--- src/mavlink_v1_frame_builder_assert.svh ---
// ----------------------------------------------------------------------------
// mavlink v1 frame builder assertion macros
// shared concurrent assertion forms, clocked on the rising edge, reset masked
// ----------------------------------------------------------------------------
`ifndef MAVLINK_V1_FRAME_BUILDER_ASSERT_SVH
`define MAVLINK_V1_FRAME_BUILDER_ASSERT_SVH

// same-cycle implication
`define MVFB_ASSERT_NOW(label, clk, rst, ante, cons) \
   label: assert property (@(posedge clk) disable iff (rst) (ante) |-> (cons)) \
      else $error("mvfb assertion failed");

// next-cycle implication
`define MVFB_ASSERT_NEXT(label, clk, rst, ante, cons) \
   label: assert property (@(posedge clk) disable iff (rst) (ante) |=> (cons)) \
      else $error("mvfb assertion failed");

`endif

--- src/mvfb_pkg.sv ---
// ----------------------------------------------------------------------------
// mvfb_pkg
// types, constants and the x.25 crc step shared by the frame builder modules
// ----------------------------------------------------------------------------
package mvfb_pkg;

   localparam int unsigned BYTE_W     = 8;
   localparam int unsigned CRC_W      = 16;
   localparam int unsigned CSR_IDX_W  = 8;

   localparam logic [BYTE_W-1:0] START_MARK    = 8'hFE;
   localparam logic [CRC_W-1:0]  CRC_INIT      = 16'hFFFF;
   localparam logic [BYTE_W-1:0] SYS_ID_RESET  = 8'd81;
   localparam logic [BYTE_W-1:0] COMP_ID_RESET = 8'd50;
   localparam logic [BYTE_W-1:0] COUNT_MAX     = 8'hFF;

   localparam logic [CSR_IDX_W-1:0] CSR_SYSTEM_ID    = 8'd0;
   localparam logic [CSR_IDX_W-1:0] CSR_COMPONENT_ID = 8'd1;

   typedef enum logic [3:0] {
      PH_START,
      PH_LEN,
      PH_SEQ,
      PH_SYS,
      PH_COMP,
      PH_MSG,
      PH_PAYLOAD,
      PH_CRC_LO,
      PH_CRC_HI
   } phase_type;

   typedef struct packed {
      logic              init;
      logic              feed;
      logic [BYTE_W-1:0] data;
   } crc_ctrl_type;

   // one byte of the reflected x.25 crc
   function automatic logic [CRC_W-1:0] crc_feed(input logic [CRC_W-1:0] crc,
                                                 input logic [BYTE_W-1:0] b);
      logic [BYTE_W-1:0] t;
      t = b ^ crc[7:0];
      t = t ^ {t[3:0], 4'b0000};
      return {8'h00, crc[15:8]} ^ {t, 8'h00} ^ {5'b00000, t, 3'b000}
             ^ {12'h000, t[7:4]};
   endfunction

endpackage

--- src/mvfb_crc.sv ---
// ----------------------------------------------------------------------------
// mvfb_crc
// crc accumulator: restarts at 0xffff or takes one byte per cycle
// ----------------------------------------------------------------------------
module mvfb_crc (
   input  logic                         clock,
   input  logic                         reset,
   input  mvfb_pkg::crc_ctrl_type       ctrl,
   output logic [mvfb_pkg::CRC_W-1:0]   crc_value,
   output logic [mvfb_pkg::CRC_W-1:0]   crc_fed
);
   import mvfb_pkg::*;

   logic [CRC_W-1:0] crc_ff;
   logic [CRC_W-1:0] crc_in;

   assign crc_fed   = crc_feed(crc_ff, ctrl.data);
   assign crc_value = crc_ff;

   always_comb begin
      priority if (ctrl.init) begin
         crc_in = CRC_INIT;
      end else if (ctrl.feed) begin
         crc_in = crc_fed;
      end else begin
         crc_in = crc_ff;
      end
   end

   always_ff @(posedge clock) begin
      if (reset) begin
         crc_ff <= CRC_INIT;
      end else begin
         crc_ff <= crc_in;
      end
   end

endmodule

--- src/mavlink_v1_frame_builder.sv ---
// ----------------------------------------------------------------------------
// mavlink_v1_frame_builder
// wraps payload bytes into mavlink v1 frames with header, sequence and crc
// ----------------------------------------------------------------------------
// req channel: one payload byte per transaction, with first/last marks and,
// on the first byte, length, message id and crc-extra seed.
// rsp channel: one wire byte per transaction; frame_end marks the crc high
// byte and length_error on it flags a byte count that missed the length.
// csr channel: index 0 system id, index 1 component id; always ready, other
// indexes are dropped. write it only while no frame bytes are in flight.
// the first rsp byte passes the held item register, then the output register.
// throughput: one output byte per cycle unless rsp_stall holds it, from a
// one-byte-per-cycle emitter; a first byte emits start mark, length, sequence,
// ids and message id before itself, a last byte adds crc low and high after.
// req_stall is high while the held item still has bytes to emit; the next item
// is taken in the cycle its final byte goes out. reset: sequence 0, crc 0xffff,
// counters clear, ids 81 and 50, both channels empty. rsp_stall freezes the
// output byte and the emitter; the held input item then keeps req_stall high.
// ----------------------------------------------------------------------------
`include "mavlink_v1_frame_builder_assert.svh"

module mavlink_v1_frame_builder (
   input  logic                               clock,
   input  logic                               reset,
   input  logic                               req_valid,
   output logic                               req_stall,
   input  logic [mvfb_pkg::BYTE_W-1:0]        req_payload_byte,
   input  logic                               req_first_byte,
   input  logic                               req_last_byte,
   input  logic [mvfb_pkg::BYTE_W-1:0]        req_payload_len,
   input  logic [mvfb_pkg::BYTE_W-1:0]        req_msg_id,
   input  logic [mvfb_pkg::BYTE_W-1:0]        req_crc_extra,
   output logic                               rsp_valid,
   input  logic                               rsp_stall,
   output logic [mvfb_pkg::BYTE_W-1:0]        rsp_out_byte,
   output logic                               rsp_frame_end,
   output logic                               rsp_length_error,
   input  logic                               csr_valid,
   output logic                               csr_ready,
   input  logic [mvfb_pkg::CSR_IDX_W-1:0]     csr_index,
   input  logic [mvfb_pkg::BYTE_W-1:0]        csr_wdata
);
   import mvfb_pkg::*;

   // config
   logic [BYTE_W-1:0] sys_id_ff, sys_id_in;
   logic [BYTE_W-1:0] comp_id_ff, comp_id_in;

   // held input item
   logic              item_valid_ff, item_valid_in;
   logic [BYTE_W-1:0] pb_ff, pb_in;
   logic              last_ff, last_in;
   logic [BYTE_W-1:0] plen_ff, plen_in;
   logic [BYTE_W-1:0] mid_ff, mid_in;
   logic [BYTE_W-1:0] seed_ff, seed_in;
   phase_type         phase_ff, phase_in;

   // frame state
   logic [BYTE_W-1:0] seq_ff, seq_in;
   logic [BYTE_W-1:0] count_ff, count_in;
   logic [BYTE_W-1:0] exp_len_ff, exp_len_in;
   logic [BYTE_W-1:0] seed_latch_ff, seed_latch_in;

   // output register
   logic              rsp_valid_ff, rsp_valid_in;
   logic [BYTE_W-1:0] out_byte_ff, out_byte_in;
   logic              frame_end_ff, frame_end_in;
   logic              len_err_ff, len_err_in;

   logic              advance;
   logic              item_done;
   logic              req_take;
   logic [BYTE_W-1:0] data_byte;
   crc_ctrl_type      crc_ctrl;
   logic [CRC_W-1:0]  crc_value;
   logic [CRC_W-1:0]  crc_fed;

   mvfb_crc u_crc (
      .clock     (clock),
      .reset     (reset),
      .ctrl      (crc_ctrl),
      .crc_value (crc_value),
      .crc_fed   (crc_fed)
   );

   assign csr_ready = 1'b1;

   always_comb begin
      sys_id_in  = sys_id_ff;
      comp_id_in = comp_id_ff;
      if (csr_valid && csr_ready) begin
         if (csr_index == CSR_SYSTEM_ID) begin
            sys_id_in = csr_wdata;
         end else if (csr_index == CSR_COMPONENT_ID) begin
            comp_id_in = csr_wdata;
         end
      end
   end

   assign advance   = item_valid_ff && (!rsp_valid_ff || !rsp_stall);
   assign item_done = (phase_ff == PH_CRC_HI) || ((phase_ff == PH_PAYLOAD) && !last_ff);
   assign req_stall = item_valid_ff && !(advance && item_done);
   assign req_take  = req_valid && !req_stall;

   // header and payload bytes, then the crc-extra seed; all but the start mark enter the crc
   always_comb begin
      unique case (phase_ff)
         PH_START:   data_byte = START_MARK;
         PH_LEN:     data_byte = plen_ff;
         PH_SEQ:     data_byte = seq_ff;
         PH_SYS:     data_byte = sys_id_ff;
         PH_COMP:    data_byte = comp_id_ff;
         PH_MSG:     data_byte = mid_ff;
         PH_PAYLOAD: data_byte = pb_ff;
         PH_CRC_LO:  data_byte = seed_latch_ff;
         PH_CRC_HI:  data_byte = seed_latch_ff;
         default:    data_byte = pb_ff;
      endcase
   end

   always_comb begin
      crc_ctrl.init = advance && (phase_ff == PH_START);
      crc_ctrl.feed = advance && (phase_ff != PH_START) && (phase_ff != PH_CRC_HI);
      crc_ctrl.data = data_byte;
   end

   always_comb begin
      phase_in      = phase_ff;
      seq_in        = seq_ff;
      count_in      = count_ff;
      exp_len_in    = exp_len_ff;
      seed_latch_in = seed_latch_ff;
      out_byte_in   = data_byte;
      frame_end_in  = 1'b0;
      len_err_in    = 1'b0;

      unique case (phase_ff)
         PH_START: begin
            phase_in = PH_LEN;
            if (advance) begin
               exp_len_in    = plen_ff;
               seed_latch_in = seed_ff;
               count_in      = '0;
            end
         end
         PH_LEN:  phase_in = PH_SEQ;
         PH_SEQ:  phase_in = PH_SYS;
         PH_SYS:  phase_in = PH_COMP;
         PH_COMP: phase_in = PH_MSG;
         PH_MSG: begin
            phase_in = PH_PAYLOAD;
            if (advance) begin
               seq_in = seq_ff + 8'd1;
            end
         end
         PH_PAYLOAD: begin
            phase_in = PH_CRC_LO;
            if (advance && (count_ff != COUNT_MAX)) begin
               count_in = count_ff + 8'd1;
            end
         end
         PH_CRC_LO: begin
            phase_in    = PH_CRC_HI;
            out_byte_in = crc_fed[7:0];
         end
         PH_CRC_HI: begin
            phase_in     = PH_CRC_HI;
            out_byte_in  = crc_value[15:8];
            frame_end_in = 1'b1;
            len_err_in   = (count_ff != exp_len_ff);
         end
         default: phase_in = PH_PAYLOAD;
      endcase

      if (!advance) begin
         phase_in = phase_ff;
      end
      if (req_take) begin
         phase_in = req_first_byte ? PH_START : PH_PAYLOAD;
      end
   end

   always_comb begin
      item_valid_in = item_valid_ff;
      pb_in         = pb_ff;
      last_in       = last_ff;
      plen_in       = plen_ff;
      mid_in        = mid_ff;
      seed_in       = seed_ff;
      if (advance && item_done) begin
         item_valid_in = 1'b0;
      end
      if (req_take) begin
         item_valid_in = 1'b1;
         pb_in         = req_payload_byte;
         last_in       = req_last_byte;
         plen_in       = req_payload_len;
         mid_in        = req_msg_id;
         seed_in       = req_crc_extra;
      end
   end

   assign rsp_valid_in = advance || (rsp_valid_ff && rsp_stall);

   always_ff @(posedge clock) begin
      if (reset) begin
         sys_id_ff     <= SYS_ID_RESET;
         comp_id_ff    <= COMP_ID_RESET;
         item_valid_ff <= 1'b0;
         phase_ff      <= PH_PAYLOAD;
         seq_ff        <= '0;
         count_ff      <= '0;
         exp_len_ff    <= '0;
         seed_latch_ff <= '0;
         rsp_valid_ff  <= 1'b0;
      end else begin
         sys_id_ff     <= sys_id_in;
         comp_id_ff    <= comp_id_in;
         item_valid_ff <= item_valid_in;
         phase_ff      <= phase_in;
         seq_ff        <= seq_in;
         count_ff      <= count_in;
         exp_len_ff    <= exp_len_in;
         seed_latch_ff <= seed_latch_in;
         rsp_valid_ff  <= rsp_valid_in;
      end
   end

   always_ff @(posedge clock) begin
      pb_ff   <= pb_in;
      last_ff <= last_in;
      plen_ff <= plen_in;
      mid_ff  <= mid_in;
      seed_ff <= seed_in;
      if (advance) begin
         out_byte_ff  <= out_byte_in;
         frame_end_ff <= frame_end_in;
         len_err_ff   <= len_err_in;
      end
   end

   assign rsp_valid        = rsp_valid_ff;
   assign rsp_out_byte     = out_byte_ff;
   assign rsp_frame_end    = frame_end_ff;
   assign rsp_length_error = len_err_ff;

   // checks
   `MVFB_ASSERT_NEXT(a_take_loads_item, clock, reset, req_take, item_valid_ff)
   `MVFB_ASSERT_NOW(a_idle_never_stalls, clock, reset, !item_valid_ff, !req_stall)
   `MVFB_ASSERT_NEXT(a_start_mark_out, clock, reset, advance && (phase_ff == PH_START),
                     rsp_valid && (rsp_out_byte == START_MARK) && !rsp_frame_end)
   `MVFB_ASSERT_NEXT(a_crc_hi_ends_frame, clock, reset, advance && (phase_ff == PH_CRC_HI),
                     rsp_valid && rsp_frame_end)
   `MVFB_ASSERT_NOW(a_err_only_at_end, clock, reset, rsp_valid && rsp_length_error, rsp_frame_end)

endmodule
--- config.mk ---
export PLATFORM = sky130hd
export DESIGN_NAME = mavlink_v1_frame_builder
export DESIGN_NICKNAME = d
export VERILOG_FILES = /design/src/mvfb_pkg.sv /design/src/mvfb_crc.sv /design/src/mavlink_v1_frame_builder.sv
export VERILOG_INCLUDE_DIRS = /design/src /design/src/src
export SDC_FILE = /design/constraint.sdc
export NUM_CORES = 1
export LEC_CHECK = 0
export BUFFER_PORTS_ARGS = -buffer_cell sky130_fd_sc_hd__buf_2
export CAP_MARGIN = 20
export CORE_MARGIN = 2
export CORE_UTILIZATION = 52
export DETAILED_ROUTE_END_ITERATION = 8
export PLACE_DENSITY = 0.87
export SETUP_SLACK_MARGIN = 0.3
export SLEW_MARGIN = 40
export SYNTH_ARGS = -nofsm -noshare
export SYNTH_HDL_FRONTEND = slang
export SYNTH_SLANG_ARGS = --single-unit
export TNS_END_PERCENT = 50
--- constraint.sdc ---
create_clock -name clock -period 3.2 [get_ports clock]
set_input_delay 0.16 -clock clock [delete_from_list [all_inputs] [get_ports clock]]
set_output_delay 0.16 -clock clock [all_outputs]
set_load 0.005 [all_outputs]
==> results of run 1 <==
[worst max-delay path, cell delays in order, from the launching register on]
cell	delay [ps]
dfxtp_4	420
mux2_4	320
a32o_1	260
a311o_1	330
or3_1	400
a211o_1	290
and3_1	190
or2_0	200
o211ai_1	210
[layer usage]
metal  vias to the layer above  global-route usage, %  share of wire [%]
met5                         -                      0                  0
met4                         0                   10.8                1.8
met3                        22                   6.30                6.6
met2                       215                   43.2                 49
met1                      2214                   33.8                 43
li1                       2162                      -                  -
[stage by stage]
step | instances | hold WS, ps | worst slack, ps | util, %
floorplan | 534 | 259 | 330 | -
global placement | 719 | 336 | 357 | 58.8
detailed placement | 719 | 338 | 251 | 58.8
CTS | 796 | 4.00 | 341 | 69.7
global route | 798 | 30.1 | 300 | 70.1
finish | 798 | 31.0 | 392 | 70.1
[cells in the mapped netlist, drive strengths merged (6+ instances only)]
master	number
nor3	9
edfxtp	43
xnor2	10
a221oi	6
nor2b	11
nor2	52
o211ai	11
clkbuf	19
nand4	6
and2	6
dfxtp	70
mux2i	11
inv	14
a21oi	37
xor2	26
a211o	8
o21ai	21
buf	14
nand2	56
and3	7
nand3	17
[worst max-delay path by stage]
stage,start,endpoint,slack (ps),depth (start not counted)
CTS,phase_ff[2]$_SDFFE_PP1P_,rsp_out_byte[2]$_DFFE_PP_,340,7
detailed placement,phase_ff[0]$_SDFFE_PP0P_,rsp_out_byte[3]$_DFFE_PP_,250,8
finish,phase_ff[0]$_SDFFE_PP0P_,rsp_out_byte[3]$_DFFE_PP_,390,8
global placement,phase_ff[0]$_SDFFE_PP0P_,rsp_out_byte[3]$_DFFE_PP_,360,8
floorplan,phase_ff[1]$_SDFFE_PP1P_,last_ff$_DFFE_PP_,330,7
global route,phase_ff[0]$_SDFFE_PP0P_,rsp_out_byte[3]$_DFFE_PP_,300,8
[power breakdown]
part           internal [mW]  switching (mW)
clock network           1.35           0.635
logic                  0.318           0.375
registers               1.59          0.0700
total                   3.26            1.08
[cell families after synthesis]
group | synth area share, %
flops | 51.0
buf+inv | 4.01
simple gates | 18.1
xor+xnor | 7.35
other cells | 0.0711
fa+ha+maj | 0.474
mux | 2.58
compound gates | 16.4
[cell type report]
| cell class | count | share of cell area, % |
|---|---|---|
| well taps | 133 | 2.42 |
| inverters | 14 | 0.763 |
| flip-flops and latches | 113 | 39.2 |
| clock buffers | 20 | 6.32 |
| multi-input cells | 374 | 34.9 |
| repair buffers | 132 | 13.6 |
| clock inverters | 12 | 2.74 |
[state kept, by name, indices dropped and copies added (netlist names)]
signal            cells
rsp_frame_end         1
phase_ff              4
seed_ff               8
count_ff              8
item_valid_ff         1
seq_ff                8
seed_latch_ff         8
exp_len_ff            8
mid_ff                8
sys_id_ff             8
last_ff               1
pb_ff                 8
plen_ff               8
u_crc.crc_value      16
rsp_out_byte          8
rsp_valid             1
comp_id_ff            8
rsp_length_error      1
[repair_timing]
| action | in CTS | in global routing |
|---|---|---|
| hold endpoints to repair | 53 | 0 |
| resized for setup | 1 | 8 |
| setup buffers | 0 | 2 |
| setup endpoints to repair | 1 | 10 |
| hold buffers | 45 | 0 |
| pin swaps | 0 | 0 |
==> flow_metrics.py, run 1 <==
metrics = {
    "timing": {
        "clock.fmax_mhz": 356,
        "rsz0062_at_grt": "true",
        "worstMarginPinSlew_ps": 676,
        "final-setup-viol-count": 0,
        "finClkSkew_ps": 7.85,
        "final.period_utilization_pct": 87.7,
        "fin_crit_ps": 2810,
        "maxSlewHeadroom_pct": 54.8,
        "fin_setup_tns_ps": 0,
        "slew_violations": 0,
        "finalHoldViolCount": 0,
    },
    "synth": {
        "synth_seq_area_share_pct": 51.0,
        "synthCells": 534,
        "syn_nets": 591,
        "synth_edf_count": 43,
        "synth.distinct_cells": 69,
        "yosysWarningCount": 0,
        "netlist.area_leader.share_pct": 26.6,
        "synth.avg_cell_area_sq_um": 9.88,
        "netlist_area_sq_um": 5280,
        "synth_ff_type": "dfxtp_1",
        "yosys.area.top_type": "dfxtp_1",
        "async_reset_ff_share_pct": 0,
        "ys_ff_latch": 113,
        "synth_area_leaders": "dfxtp_1, edfxtp_1, xor2_1, nand2_1, nor2_1",
    },
    "setup_path": {
        "crit_required_ps": 3550,
        "startpoint_type": "flip-flop",
        "worst-path-max-fanout": 13,
        "rrSetupSlack_ps": 390,
        "r2r_end": "rsp_out_byte[3]$_DFFE_PP_",
        "critPathCaptureType": "flip-flop",
        "arrival_ps": 3160,
        "rr_startpoint": "phase_ff[0]$_SDFFE_PP0P_",
        "r2r_cells": 8,
        "path_class": "reg2reg",
    },
    "layout": {
        "finalInstanceArea_sq_um": 6880,
        "fin_nets": 709,
        "seq_area_sq_um": 2700,
        "fillers": 720,
        "diodes": 0,
        "final_cell_mix": "dfxtp_1, buf_2, nand2_1, nor2_1, dlygate4sd3_1",
        "multi_input_area_sq_um": 2400,
        "drive_above_1_share_pct": 20.5,
        "area_growth_syn_to_layout_pct": 30.4,
    },
    "pwr": {
        "peakVddDrop_mv": 0.433,
        "power_density_nw_per_um2": 631,
        "p_total_mw": 4.34,
        "p_leak_nw": 2.82,
    },
    "clock_network": {
        "htreeDepth": 4,
        "cts_buffer_depth": 2,
        "clk_pin_slew_ps": 60,
        "clock_sinks": 113,
        "clk_latency_ps": 530,
        "cts_made_buffers": 17,
        "clockRootBuffer": "clkbuf_8",
        "cts_tree": "yes",
    },
    "placed_design": {
        "dpl_cell_area_sq_um": 5770,
        "gp_congestion": 0.937,
        "io_buffers": 66,
        "hpwl_mm": 9.14,
    },
    "status": {
        "status": "completed",
    },
    "routing": {
        "wirelength_mm": 13.8,
        "vias": 4613,
        "drt-pass1-iter-count": 5,
        "drtIter0Drc": 301,
        "viasPerCell": 5.78,
        "final_antenna_net_count": 0,
        "drc": 0,
        "wl_per_cell_um": 17.3,
    },
    "die": {
        "fp.dieH_um": 105,
        "io_pins": 68,
        "floorplan.die.width_um": 105,
        "row_count": 36,
        "initial_core_util_pct": 53.7,
        "core_sq_um": 9820,
        "die_area_sq_um": 11000,
    },
    "hold_path": {
        "worst_hold_path_type": "in2reg",
        "holdCritStartpoint": "reset",
        "holdPathEnd": "count_ff[0]$_SDFFE_PP0P_",
        "worstHoldPathCells": 2,
    },
    "global_routing": {
        "antenna_found_initial": 0,
        "grt_usage_pct": 26.5,
        "grt-ovfl-total": 0,
        "grt_pass1_vias": 4517,
        "grt_pass1_wl_mm": 22.6,
        "grt_start_max_net_pins": 39,
    },
    "flow_run": {
        "drv_cap": 0,
    },
}
No activity file was read; power rests on OpenSTA's default activity.
==> run 2, diff against run 1 <==
==> constraint.sdc (replaced) <==
create_clock -name clock -period 3.2 [get_ports clock]
set_input_delay 0.32 -clock clock [delete_from_list [all_inputs] [get_ports clock]]
set_output_delay 0.32 -clock clock [all_outputs]
set_load 0.005 [all_outputs]
==> flow_metrics.py, run 2 (synthesized netlist as in run 1, its figures left out) <==
metrics = {
    "global_routing": {
        "antenna_found_initial": 0,
        "grt_usage_pct": 26.3,
        "grt-ovfl-total": 0,
        "grt_pass1_vias": 4502,
        "grt_pass1_wl_mm": 22.5,
        "grt_start_max_net_pins": 39,
    },
    "routing": {
        "drc": 0,
        "wirelength_mm": 13.8,
        "viasPerCell": 5.68,
        "vias": 4467,
        "drt-pass1-iter-count": 5,
        "drtIter0Drc": 362,
        "wl_per_cell_um": 17.6,
        "final_antenna_net_count": 0,
    },
    "timing": {
        "finClkSkew_ps": 9.97,
        "slew_violations": 0,
        "finalHoldViolCount": 0,
        "worstMarginPinSlew_ps": 682,
        "clock.fmax_mhz": 355,
        "final.period_utilization_pct": 88.1,
        "rsz0062_at_grt": "false",
        "maxSlewHeadroom_pct": 54.4,
        "fin_crit_ps": 2820,
        "fin_setup_tns_ps": 0,
        "final-setup-viol-count": 0,
    },
    "die": {
        "io_pins": 68,
        "initial_core_util_pct": 53.7,
        "die_area_sq_um": 11000,
        "core_sq_um": 9820,
        "row_count": 36,
        "floorplan.die.width_um": 105,
        "fp.dieH_um": 105,
    },
    "pwr": {
        "power_density_nw_per_um2": 619,
        "peakVddDrop_mv": 0.375,
        "p_total_mw": 4.15,
        "p_leak_nw": 2.74,
    },
    "layout": {
        "fillers": 783,
        "largest_register_ff_count": 16,
        "area_growth_syn_to_layout_pct": 26.9,
        "drive_above_1_share_pct": 19.4,
        "layout.cells.non_filler": 786,
        "diodes": 0,
        "fin_nets": 698,
        "mostFrequentLayoutCell": "dfxtp_1",
        "final_cell_mix": "dfxtp_1, buf_2, nand2_1, nor2_1, edfxtp_1",
    },
    "clock_network": {
        "cts_tree": "yes",
        "clockRootBuffer": "clkbuf_8",
        "clk_pin_slew_ps": 60,
        "clk_latency_ps": 540,
        "cts_made_buffers": 17,
        "clock_sinks": 113,
        "htreeDepth": 4,
        "cts_buffer_depth": 2,
    },
    "placed_design": {
        "gp_congestion": 0.951,
        "place_inst": 719,
        "hpwl_mm": 9.15,
        "io_buffers": 66,
    },
    "hold_path": {
        "worst_hold_path_type": "in2reg",
    },
    "flow_run": {
        "drv_cap": 0,
    },
    "status": {
        "status": "completed",
    },
    "setup_path": {
        "arrival_ps": 3170,
        "path_class": "reg2reg",
        "worst-path-max-fanout": 16,
        "crit_required_ps": 3550,
        "startpoint_type": "flip-flop",
        "critPathCaptureType": "flip-flop",
    },
}
## run 2: cell count changes in the layout (fill, tap and decap cells not counted), moves of 2 or more
cell           delta
clkinvlp_4        -2
clkbuf_1          +4
bufinv_16         -2
dlygate4sd3_1     -9
buf_4             -2
## run 2: per-layer routing
layer	share of wire (%)	track usage (%)
met1	43	32.6
met2	48	42.3
met3	6.3	7.99
met4	2.7	12.2
met5	0	0
## run 2: final cells by class
type / instances / area, sq um / share of cell area [%]
inverters: 14 / 55.1 / 0.822
repair buffers: 121 / 833 / 12.4
clock inverters: 8 / 115 / 1.72
flip-flops and latches: 113 / 2700 / 40.3
clock buffers: 23 / 437 / 6.52
well taps: 133 / 166 / 2.48
multi-input cells: 374 / 2390 / 35.7
## run 2: path summary, 6_finish.rpt
check | slack (ps) | start | endpoint | cells past startpoint
min reg2reg | 470 | comp_id_ff[1]$_SDFFE_PP1P_ | comp_id_ff[1]$_SDFFE_PP1P_ | 1
min | 20 | req_valid | item_valid_ff$_SDFFE_PP0P_ | 3
max reg2reg | 380 | phase_ff[0]$_SDFFE_PP0P_ | rsp_out_byte[2]$_DFFE_PP_ | 9
max | 380 | phase_ff[0]$_SDFFE_PP0P_ | rsp_out_byte[2]$_DFFE_PP_ | 9
## run 2: what timing repair did
item / in CTS / in global routing
pin swaps: 0 / 0
hold buffers: 36 / 0
endpoints found under the setup margin: 2 / 9
buffers inserted: 0 / 0
endpoints found under the hold margin: 36 / 0
resized for setup: 1 / 7
## run 2: power breakdown
group	total [mW]	internal, mW	switching, mW
clock	1.80	1.17	0.628
combinational	0.683	0.308	0.374
sequential	1.66	1.59	0.0697
## run 2: through the flow
stage          hold WS (ps)  instance area [sq um]  util (%)  worst slack, ps
6_report               20.0                   6700      68.2              382
5_1_grt                33.2                   6700      68.2              295
2_1_floorplan           419                   5280         -              330
3_5_place_dp            454                   5770      58.8              268
3_3_place_gp            451                   5770      58.8              366
4_1_cts               0.815                   6680      68.1              290
## run 2: critical path: stages, from the launching register on
cell and delay (ps):
dfxtp_4 390, or4b_1 650, inv_4 180, a31oi_1 110
nor2_1 150, o32ai_1 160, and3b_1 250, o211a_1 260
or2_1 220, o211ai_1 250
